## config.mk

```make
export PLATFORM = sky130hd
export DESIGN_NAME = gpma_ctrl
export DESIGN_NICKNAME = d
export VERILOG_FILES = /design/src/rtl/gpma_pkg.sv /design/src/rtl/gpma_ctrl.sv
export SDC_FILE = /design/constraint.sdc
export NUM_CORES = 1
export LEC_CHECK = 0
export ABC_CLOCK_PERIOD_IN_PS = 980
export BUFFER_PORTS_ARGS = -buffer_cell sky130_fd_sc_hd__clkbuf_2
export CAP_MARGIN = 40
export CORE_AREA = 3 3 40 42
export DETAILED_ROUTE_END_ITERATION = 8
export DIE_AREA = 0 0 43 45
export SLEW_MARGIN = 20
export SYNTH_ARGS = -nofsm -noshare
export SYNTH_HDL_FRONTEND = slang
export SYNTH_SLANG_ARGS = --single-unit
```

## constraint.sdc

```tcl
create_clock -name clk -period 0.98 [get_ports clk]
set_input_delay 0.049 -clock clk [delete_from_list [all_inputs] [get_ports clk]]
set_output_delay 0.049 -clock clk [all_outputs]
set_load 0.01 [all_outputs]
```

## src/rtl/gpma_pkg.sv

```systemverilog
package gpma_pkg;

  localparam int unsigned WINDOW_LENGTH_DEF = 5;

  localparam int unsigned NUM_LANES = 2;
  localparam int unsigned LANE_LAT  = 0;
  localparam int unsigned LANE_LON  = 1;

  localparam int unsigned LAT_NMEA_W = 27;
  localparam int unsigned LON_NMEA_W = 28;
  localparam int unsigned V_W        = 28;
  localparam int unsigned DEG_W      = 8;
  localparam int unsigned T_W        = 27;
  localparam int unsigned MAG_W      = 32;
  localparam int unsigned Q_W        = 33;
  localparam int unsigned AVG_LAT_W  = 32;
  localparam int unsigned AVG_LON_W  = 33;
  localparam int unsigned FRAC_W     = 30;

  localparam int unsigned RECIP_W   = 21;
  localparam int unsigned RECIP_SH  = 40;
  localparam int unsigned EST_W     = V_W + RECIP_W;
  localparam logic [RECIP_W-1:0] DEG_RECIP = 21'd1099511;

  localparam logic [19:0] DEG_UNIT  = 20'd1000000;
  localparam logic [18:0] DEG_TO_T  = 19'd400000;

  localparam logic [V_W-1:0] VMAX [NUM_LANES] = '{28'd90000000, 28'd180000000};
  localparam logic [T_W-1:0] TMAX [NUM_LANES] = '{27'd54000000, 27'd108000000};

  localparam int unsigned RS_LO_W = 16;
  localparam int unsigned RS_HI_W = 21;
  localparam logic [RS_HI_W+RS_LO_W-1:0] RAD_SCALE = 37'd134148508483;
  localparam logic [RS_LO_W-1:0] RS_LO = RAD_SCALE[RS_LO_W-1:0];
  localparam logic [RS_HI_W-1:0] RS_HI = RAD_SCALE[RS_HI_W+RS_LO_W-1:RS_LO_W];
  localparam int unsigned PLO_W = T_W + RS_LO_W;
  localparam int unsigned MID_W = T_W + RS_HI_W;

  localparam logic signed [Q_W-1:0] MINUS_ONE_RAD = -33'sd1073741824;

  localparam int unsigned DIV_CHUNK_W = 18;

  typedef struct packed {
    logic load;
    logic est;
    logic corr;
    logic tconv;
    logic mlo;
    logic mhi;
    logic upd;
    logic dload;
    logic dstep;
    logic oload;
  } cmd_t;

  typedef struct packed {
    logic div_last;
  } stat_t;

endpackage

```

## src/rtl/gpma_ctrl.sv

```systemverilog
module gpma_ctrl (
  input  logic           clk,
  input  logic           rst_n,
  input  logic           in_valid,
  output logic           in_ready,
  output logic           out_valid,
  input  logic           out_ready,
  input  gpma_pkg::stat_t stat,
  output gpma_pkg::cmd_t  cmd
);
  import gpma_pkg::*;

  localparam logic [3:0] S_IDLE  = 4'd0;
  localparam logic [3:0] S_EST   = 4'd1;
  localparam logic [3:0] S_CORR  = 4'd2;
  localparam logic [3:0] S_TCONV = 4'd3;
  localparam logic [3:0] S_MLO   = 4'd4;
  localparam logic [3:0] S_MHI   = 4'd5;
  localparam logic [3:0] S_UPD   = 4'd6;
  localparam logic [3:0] S_DLOAD = 4'd7;
  localparam logic [3:0] S_DIV   = 4'd8;
  localparam logic [3:0] S_DONE  = 4'd9;

  logic [3:0] state_r, state_nxt;
  logic       out_valid_r, out_valid_nxt;

  always_comb begin
    state_nxt = state_r;
    cmd       = '0;
    in_ready  = 1'b0;
    unique case (state_r)
      S_IDLE: begin
        in_ready = 1'b1;
        if (in_valid) begin
          cmd.load  = 1'b1;
          state_nxt = S_EST;
        end
      end
      S_EST: begin
        cmd.est   = 1'b1;
        state_nxt = S_CORR;
      end
      S_CORR: begin
        cmd.corr  = 1'b1;
        state_nxt = S_TCONV;
      end
      S_TCONV: begin
        cmd.tconv = 1'b1;
        state_nxt = S_MLO;
      end
      S_MLO: begin
        cmd.mlo   = 1'b1;
        state_nxt = S_MHI;
      end
      S_MHI: begin
        cmd.mhi   = 1'b1;
        state_nxt = S_UPD;
      end
      S_UPD: begin
        cmd.upd   = 1'b1;
        state_nxt = S_DLOAD;
      end
      S_DLOAD: begin
        cmd.dload = 1'b1;
        state_nxt = S_DIV;
      end
      S_DIV: begin
        cmd.dstep = 1'b1;
        if (stat.div_last) begin
          state_nxt = S_DONE;
        end
      end
      S_DONE: begin
        if (!out_valid_r || out_ready) begin
          cmd.oload = 1'b1;
          state_nxt = S_IDLE;
        end
      end
      default: begin
        state_nxt = S_IDLE;
      end
    endcase
  end

  always_comb begin
    if (cmd.oload) begin
      out_valid_nxt = 1'b1;
    end else if (out_ready) begin
      out_valid_nxt = 1'b0;
    end else begin
      out_valid_nxt = out_valid_r;
    end
  end

  always_ff @(posedge clk) begin
    if (!rst_n) begin
      state_r     <= S_IDLE;
      out_valid_r <= 1'b0;
    end else begin
      state_r     <= state_nxt;
      out_valid_r <= out_valid_nxt;
    end
  end

  assign out_valid = out_valid_r;

  a_cmd_exclusive: assert property (@(posedge clk) disable iff (!rst_n)
    $onehot0(cmd))
    else $error("More than one datapath command is active.");

  a_no_overwrite: assert property (@(posedge clk) disable iff (!rst_n)
    cmd.oload |-> (!out_valid_r || out_ready))
    else $error("A pending result word would be overwritten.");

  a_div_runs: assert property (@(posedge clk) disable iff (!rst_n)
    (cmd.dstep && !stat.div_last) |=> cmd.dstep)
    else $error("The division stopped before its last step.");

endmodule

```

After elaboration in Yosys (flattened, before gate mapping)
Cells that the tools add are included.
{ "totals": {"romBits": 0, "in_bits": 5, "word_cells": 38, "latchBits": 0, "ram_bits": 0, "mem_count": 0, "register_bits": 5, "output_inout_bits": 12} }
{ "classes": {"n_mux": 19, "shift": 0, "bitwise": 0, "n_lt_le_gt_ge": 0, "div": 0, "n_mul": 0, "n_reduce_logical": 5, "n_eq_ne": 12, "n_addsub": 0} }
{ "ops": {"columns": ["operator", "count"], "rows": [
  ["4-bit one-hot mux with 10 select lines", 1],
  ["4-bit by 3-bit equality test with 1-bit output (second input constant)", 4],
  ["1-bit two-way mux", 15],
  ["4-bit two-way mux", 3],
  ["4-bit by 2-bit equality test with 1-bit output (second input constant)", 2],
  ["4-bit equality test (second input constant)", 2],
  ["2-bit inequality test (second input constant)", 3],
  ["4-bit by 1-bit equality test with 1-bit output (second input constant)", 1],
  ["4-bit logical NOT", 1],
  ["3-bit AND reduction", 1],
  ["2-bit nonzero test", 1],
  ["1-bit logical NOT", 1],
  ["1-bit logical OR", 1]
]} }

Depth between registers and ports, before layout
{ "logic_depth": {"ltp_word": 5, "depth_mapped": 4, "mapped_depth_nobuf": 3} }

Worst setup path before layout
Ideal clock, no wire load.
{ "synth_timing": {"path_type": "register to output", "start": "reg state_r[0]", "end": "out cmd[9] in the netlist's numbering", "t_required_ps": 931, "slack_ps": -113, "n_path_buf": 1, "t_arrival_ps": 1044, "stages_incl_launch_ff": 4, "cell_sequence": "dfxtp_1 -> buf_4 -> nor4_2 -> and2_1"} }
{ "synth_rtl": {"columns": ["item", "line_no", "rtl"], "rows": [
  ["start: declaration", "gpma_ctrl.sv:24", "logic [3:0] state_r, state_nxt;"],
  ["start signal: assignment", "gpma_ctrl.sv:100", "state_r <= state_nxt;"],
  ["end: declaration", "gpma_ctrl.sv:9", "output gpma_pkg::cmd_t cmd"]
]} }

==> results.md <==
* Min-Delay Path Class: primary input to flip-flop
* CTS buffer count at 3
* Area of the core at 1280 sq um
* Failing checks: negative setup slack
* Wl on met1 at 412 um
* Critical R2R Launch: state_r[1]
* Worst setup margin at -236 ps
* P_leak at 0.277 nW
* Diodes inserted at 0
* Total routed wirelength at 1.05 mm
* Largest net degree at the start of global routing at 9
* CTS Sinks at 5
* Hold Startpoint: rst_n
* Register bit count reported by yosys at 5
* Slowest-stage cell, CP: dfxtp_4
* Worst Path Max Fanout at 7
* Crit path largest cell delay at 370 ps
* Drt first pass iters at 4
* Vias in the first global route at 332
* Clk root buf: clkbuf_4
* GRT overflow at 0
* Final Slew Violations at 0
* First-pass GRT wire length at 1.59 mm
* Worst Setup End Kind: output pin
* Crit path kind: flip-flop to output pin
* H-tree depth at 1
* Clock input transition at the sequential cells of the worst setup and hold paths at 50 ps
* DP Wirelength at 692 um
* Final Hold Fails at 0
* Die ar. at 1940 sq um
* Place WS at -81.3 ps
* Final setup viols at 13
* GP Congestion at 0.736
* Initial antenna violation count at 0
* Pwr Density at 1120 nW/um^2
* # DRC at 0
* First DRT Iteration DRCs at 3
* Placed inst area at 463 sq um
* Worst Setup SP: state_r[2]
* Chip Height at 45 um
* CP Launch Type: flip-flop
* Metal2 WL at 518 um
* Via density at 4.70
* PortBufs at 16
* Mapped cell area at 330 sq um
* Slew @ Worst Pin at 248 ps
* Rows at 13
* Top Metal Used: met4
* WL met3 at 97 um
* CP cell instances: nor4_4 -> and2_4 -> buf_6
* DR vias at 385
* Initial Utilization at 25.7%
* GR Util All Layers at 11.9%
* Worst Path Arrival at 1170 ps
* Worst reg2reg setup slack at -50 ps
* Reg2reg path depth at 4
* Mean post-synth cell area at 8.26 sq um
* MaxCap Viol Count at 0
* Nets at 73
* Fmax achieved at 0.822 GHz
* Hold Buf Count CTS at 0
* Post-synthesis net count at 45
* CP Capture Point: cmd[9]
* Worst R2R End: state_r[0]
* RSZ-0062 raised after global routing: true
* Req. time, crit path at 930 ps
* Top Ports at 17
* Clk_lat worst skew at 250 ps
* Post-route design area at 587 sq um
* Post-synthesis to final-layout area growth at 77.7%
* Share of cells above drive strength 1 at 67.2%
* CTS tree: built
* DR WL/cell at 12.7 um
* Sequential share of the synthesized area at 30.3%
* ANT nets after route at 0
* Peak supply drop at 0.750 mV
* Status: complete, but fails checks
* Yosys cell types at 19
* Clk_skew at 3.10 ps
* Post-route clock period utilization at 124%
* Min Clock Period, post-route at 1220 ps
* Longest Clk Path Bufs at 2
* Normalized max-slew margin at 83.3%
* Synth Warn # at 0
* Post-Synthesis Cells at 40
* Die span in x at 43 um
power by group:
group,total [W],internal (W),switching (W)
Sequential,0.000236,0.000210,0.0000256
Combinational,0.000170,0.0000975,0.0000722
Clock,0.000254,0.000155,0.0000986
how the worst min path moves through the flow:
stage,end,slack [ps],depth (start not counted)
2_1_floorplan,out_valid,170,1
3_3_place_gp,state_r[3],340,2
3_5_place_dp,state_r[3],350,2
4_1_cts,state_r[3],90,2
5_1_grt,state_r[3],100,2
6_report,state_r[3],90,2
state kept, by name, summed over array words and instances, names as in the netlist:
register,count
state_r,4
out_valid,1
cell usage after synthesis:
cell type | count | area (sq um)
buf_6 | 1 | 11.3
nor3_1 | 7 | 35.0
a21oi_1 | 1 | 5.00
o41ai_1 | 1 | 8.76
buf_2 | 1 | 5.00
or3_1 | 1 | 6.26
nor2_1 | 5 | 18.8
mux2i_1 | 1 | 10.0
buf_4 | 2 | 15.0
and2_1 | 1 | 6.26
nand2_1 | 2 | 7.51
o21a_1 | 2 | 15.0
nand2b_1 | 5 | 31.3
a211oi_2 | 1 | 12.5
dfxtp_1 | 5 | 100
and2b_1 | 1 | 7.51
nand2b_4 | 1 | 13.8
nor4_2 | 1 | 12.5
xor2_1 | 1 | 8.76
cell families after synthesis:
family	synth area share, %
compound gates	12.5
xor+xnor	2.65
buf+inv	9.47
flops	30.3
mux	3.03
simple gates	42.0
layout make-up:
class	instances	area, sq um
sequential	5	115
multi-input combinational	31	243
tap	15	18.8
clock buffer	4	26.3
fill	120	698
timing repair buffer	27	184
layout by cell type (no fill, tap or decap), types with 2 or more instances in the layout:
cell      count
nor3_1        3
buf_4         7
buf_2         4
o21a_1        2
clkbuf_4      3
dfxtp_4       4
nand2b_1      4
buf_6         5
clkbuf_2     11
nor3_2        4
nor2_1        4
nand2b_4      2
stage by stage:
stage | utilization, % | hold WS [ps] | power (W) | cells | TNS, ps
finish | 45.7 | 89.1 | 0.000659 | 82 | -1980
global route | 45.7 | 99.4 | 0.000686 | 82 | -2760
CTS | 44.2 | 87.6 | 0.000651 | 81 | -2090
detailed placement | 36.0 | 354 | 0.000374 | 74 | -388
global placement | 36.0 | 340 | 0.000374 | 74 | -392
floorplan | - | 167 | 0.000325 | 40 | -25.7
layer usage:
metal / GRT usage, % / vias up
li1: - / 190
met5: 0 / -
met3: 6.37 / 2
met4: 5.42 / 0
met2: 19.2 / 19
met1: 13.0 / 174
worst max-delay path: cells and delay by family (launching register included):
kind          cells  cell delay (ps)
simple gates      2              470
flops             1              370
buf+inv           1               90
timing repair:
item                                   in CTS  in global routing
setup buffers                               3                  1
endpoints found under the hold margin       0                  0
setup endpoints to repair                  14                 14
pin swaps                                   2                  2
gates resized for setup                    17                  7
No activity file was read; power rests on OpenSTA's default activity.
